$ cat src/rtl/rrip_pkg.sv
`timescale 1ns / 1ps
// ----------------------------------------------------------------------------
// rrip_pkg
// Shared types and constants of the re-reference interval replacement unit.
// ----------------------------------------------------------------------------
package rrip_pkg;

  // Default geometry.
  localparam int DEF_NUM_SETS = 2048;
  localparam int DEF_NUM_WAYS = 16;
  localparam int DEF_SIG_BITS = 6;

  // Widths of the item fields.
  localparam int SET_IN_W  = 11;
  localparam int WAY_IN_W  = 4;
  localparam int ADDR_IN_W = 64;
  localparam int PC_IN_W   = 64;
  localparam int VICTIM_W  = 4;
  localparam int BLOCK_W   = 32;
  localparam int IN_DATA_W = 144;
  localparam int OUT_DATA_W = 8;

  // Bit positions inside in_tdata.
  localparam int TD_SET_LSB  = 0;
  localparam int TD_WAY_LSB  = 11;
  localparam int TD_ADDR_LSB = 15;
  localparam int TD_PC_LSB   = 79;
  localparam int TD_HIT_BIT  = 143;

  // Byte address to block address, and the fold of the program counter.
  localparam int BLOCK_LSB = 6;
  localparam int SIG_SHIFT = 6;

  // The set index is reduced in two halves; steps at or above this shift
  // are done when the item is taken in.
  localparam int RED_SPLIT = 5;

  localparam logic [1:0] MAX_RRV = 2'd3;

  // Request kinds carried on in_tuser.
  localparam logic REQ_VICTIM = 1'b0;
  localparam logic REQ_UPDATE = 1'b1;

  typedef enum logic [1:0] {
    ST_CLEAR,
    ST_IDLE,
    ST_READ,
    ST_EXEC
  } rrip_state_t;

  typedef struct packed {
    logic clr_we;   // write reset contents at the sweep address
    logic capture;  // take the accepted item into the datapath
    logic rd_en;    // read both stores
    logic commit;   // write back and, for a victim request, load the result
  } rrip_cmd_t;

  typedef struct packed {
    logic clr_last;  // sweep is at its last entry
    logic is_update; // held item is an update request
    logic out_busy;  // result register full and not taken this cycle
  } rrip_stat_t;

endpackage

$ cat src/rtl/rrip_ctrl.sv
`timescale 1ns / 1ps
// ----------------------------------------------------------------------------
// rrip_ctrl
// Sequencer: clearing sweep after reset, then take, read and execute for
// each item.
// ----------------------------------------------------------------------------
module rrip_ctrl (
  input  logic                   clk,
  input  logic                   rst_n,
  input  logic                   in_tvalid,
  output logic                   in_tready,
  input  rrip_pkg::rrip_stat_t   stat,
  output rrip_pkg::rrip_cmd_t    cmd
);

  rrip_pkg::rrip_state_t state_r;
  rrip_pkg::rrip_state_t state_nxt;

  always_ff @(posedge clk) begin
    if (!rst_n) begin
      state_r <= rrip_pkg::ST_CLEAR;
    end else begin
      state_r <= state_nxt;
    end
  end

  always_comb begin
    state_nxt = state_r;
    cmd       = '0;
    in_tready = 1'b0;
    case (state_r)
      rrip_pkg::ST_CLEAR: begin
        cmd.clr_we = 1'b1;
        if (stat.clr_last) begin
          state_nxt = rrip_pkg::ST_IDLE;
        end
      end
      rrip_pkg::ST_IDLE: begin
        in_tready = 1'b1;
        if (in_tvalid) begin
          cmd.capture = 1'b1;
          state_nxt   = rrip_pkg::ST_READ;
        end
      end
      rrip_pkg::ST_READ: begin
        cmd.rd_en = 1'b1;
        state_nxt = rrip_pkg::ST_EXEC;
      end
      rrip_pkg::ST_EXEC: begin
        // A victim result waits here until the result register is free.
        if (stat.is_update || !stat.out_busy) begin
          cmd.commit = 1'b1;
          state_nxt  = rrip_pkg::ST_IDLE;
        end
      end
      default: begin
        state_nxt = rrip_pkg::ST_CLEAR;
      end
    endcase
  end

endmodule

$ cat config.mk
export PLATFORM = sky130hd
export DESIGN_NAME = rrip_ctrl
export DESIGN_NICKNAME = d
export VERILOG_FILES = /design/src/rtl/rrip_pkg.sv /design/src/rtl/rrip_ctrl.sv
export SDC_FILE = /design/constraint.sdc
export NUM_CORES = 1
export LEC_CHECK = 0
export BUFFER_PORTS_ARGS = -buffer_cell sky130_fd_sc_hd__buf_2
export CAP_MARGIN = 20
export CORE_AREA = 3 3 40 42
export DETAILED_ROUTE_END_ITERATION = 7
export DIE_AREA = 0 0 43 45
export REMOVE_ABC_BUFFERS = 1
export SYNTH_ARGS = -nofsm -noshare
export SYNTH_HDL_FRONTEND = slang
export SYNTH_SLANG_ARGS = --single-unit
$ cat constraint.sdc
create_clock -name clk -period 4.13 [get_ports clk]
set_input_delay 0 -clock clk [delete_from_list [all_inputs] [get_ports clk]]
set_output_delay 0 -clock clk [all_outputs]
set_load 0.1 [all_outputs]
==> qor.txt <==
drt drc = 0
GRT Total Usage = 4.57%
Avg WL per Cell = 7.92 um
Slew Limit Fails = 0
ys async rst share = 0%
number of setup buffers added after CTS = 0
Worst setup EP type = register
post-route minimum period = 1.47 ns
fin area = 278 um2
syn_area_per_cell = 8.88 um2
maximum capacitance violations = 0
Buf/Inv on CP = 1
post-synth cell types = 9
FF-to-FF path depth = 4
Yosys warning total = 0
Critical Path RT = 4.28 ns
Final Cycle Share = 35.5%
top flop regs = state_r x2
Critical Path Max Stage Delay = 0.47 ns
overall die area = 1940 um2
gr ovfl total = 0
Storage cell area = 40.0 um2
max FFs per register = 2
number of CTS-inserted buffers = 3
DR vias = 169
WP data arrival = 1.61 ns
DPL Wire Length = 320 um
drt pass-1 iters = 4
first-pass GRT wire length = 586 um
Slew @ Worst Pin = 0.488 ns
I/O Buffers = 10
Critical R2R Capture = state_r[1]
ANT nets after route = 0
post-synth top area share = 33.6%
Largest Register = state_r
cell count after synthesis = 21
critical path cell sequence = inv_1 > ha_1 > a222oi_1 > mux2i_1
headroom to the max-slew limit = 67.7%
DR vias/cell = 3.45
Setup-failing EPs final = 0
status = finished clean
RR Startpoint = state_r[1]
largest net degree at the start of global routing = 6
Post-synth EDFFs = 0
Worst Path Max Fanout = 4
endpoints failing hold = 0
most frequent cell after synthesis = ha_1
most common library cells after synthesis = ha_1, inv_1, nand2_1
Final Non-Filler Cells = 49
Post-Place Cell Area = 255 um2
Post-CTS Hold Fix Bufs = 0
FF+latch count, synth = 2
Hold Path Depth = 3
worst min path class = input port to register
synthesized area = 186 um2
RSZ-0062 raised after global routing = false
multi-input logic area = 131 um2
I/O pin cnt = 11
Sink Count = 2
Die X = 43 um
Routed WL = 388 um
Post-layout nets = 47
diode count = 0
die extent in y = 45 um
Starting Density = 14.5%
CTS Root Cell = clkbuf_4
core area = 1280 um2
RD Place Congestion = 0.692
pre-CTS WS = 2.65 ns
drt initial violations = 2
CTS H-tree depth = 1
WS Path Type = register to register
vias in the first global route = 156
clk buf depth = 2
Resized Gates After CTS = 0
slack of the critical path = 2.66 ns
CP startpoint kind = register
synth top area cells = ha_1, dfxtp_1, mux2i_1, inv_1, nor2b_1
top_reg_cell synth = dfxtp_1
Layout area overhead = 49.0%
Setup Skew = 0.00133 ns
DP Cell Count = 46
HP Start = rst_n
Row Count = 13
leading area contributor after synthesis = ha_1
family with the most delay on the worst path = compound AO/OA/AOI/OAI gates
Reg clk slew, reported paths = 0.03 ns
Min-Delay Endpoint = state_r[1]
layout cell share with drive strength beyond 1 = 41.2%
reg2reg setup slack = 2.66 ns
slowest cell on the critical path = a222oi_1
total negative slack = 0 ns
initial antenna violation count = 0
clk_lat worst skew = 0.22 ns
FILL cells = 147
TritonCTS clock tree = built
post-synthesis sequential area ratio = 21.5%
Fmax = 682 MHz
[area by class of cell]
type / instances / share of cell area [%]
Tap cell: 15 / 6.76
Clock buffer: 3 / 8.11
Timing Repair Buffer: 10 / 18.0
Inverter: 4 / 5.41
Sequential cell: 2 / 14.4
Multi-Input combinational cell: 15 / 47.3
[how the worst max path moves through the flow]
stage | startpoint | end | slack [ns] | cells past startpoint
2_1_floorplan | state_r[0] | cmd[0] | 2.23 | 2
3_3_place_gp | state_r[0] | state_r[1] | 2.68 | 4
3_5_place_dp | state_r[1] | state_r[0] | 2.65 | 4
4_1_cts | state_r[1] | state_r[0] | 2.64 | 4
5_1_grt | state_r[0] | state_r[0] | 2.51 | 4
6_report | state_r[1] | state_r[1] | 2.66 | 4
[per-stage QoR]
| step | utilization (%) | hold WS, ns |
|---|---|---|
| floorplan | - | 0.146 |
| global placement | 19.9 | 0.302 |
| detailed placement | 19.9 | 0.297 |
| CTS | 21.6 | 0.0597 |
| global route | 21.6 | 0.0673 |
| finish | 21.6 | 0.0683 |
[tightest hold or removal path: cells and delay by family]
kind | cells | cell delay [ns]
muxes | 1 | 0.06
buffers and inverters | 1 | 0.11
and+or+nand+nor | 1 | 0.06
[kinds of logic after synthesis]
kind of cell             Yosys count  synth area share (%)
multiplexers                       2                  10.7
AO/OA/AOI/OAI                      1                  5.37
flip-flops                         2                  21.5
buffers and inverters              4                  8.05
AND/OR/NAND/NOR                    7                  20.8
adder cells (fa/ha/maj)            5                  33.6
[cells in the final DEF, fill, tap and decap left out, drive strengths merged]
cell type,count
buf,10
ha,5
inv,4
nand2,3
clkbuf,3
nor2b,2
mux2i,2
dfxtp,2
and2,1
or2b,1
a222oi,1
[metal layers]
layer,GRT usage (%),up-vias,share of wire (%)
met3,5.18,0,19
met2,5.39,9,37
met4,3.61,0,0
li1,-,92,-
met5,0,-,0
met1,4.32,68,44
Power is left out: the tool's default activity adds up to more than one toggle a clock period on the data nets, which glitch-free logic cannot reach.
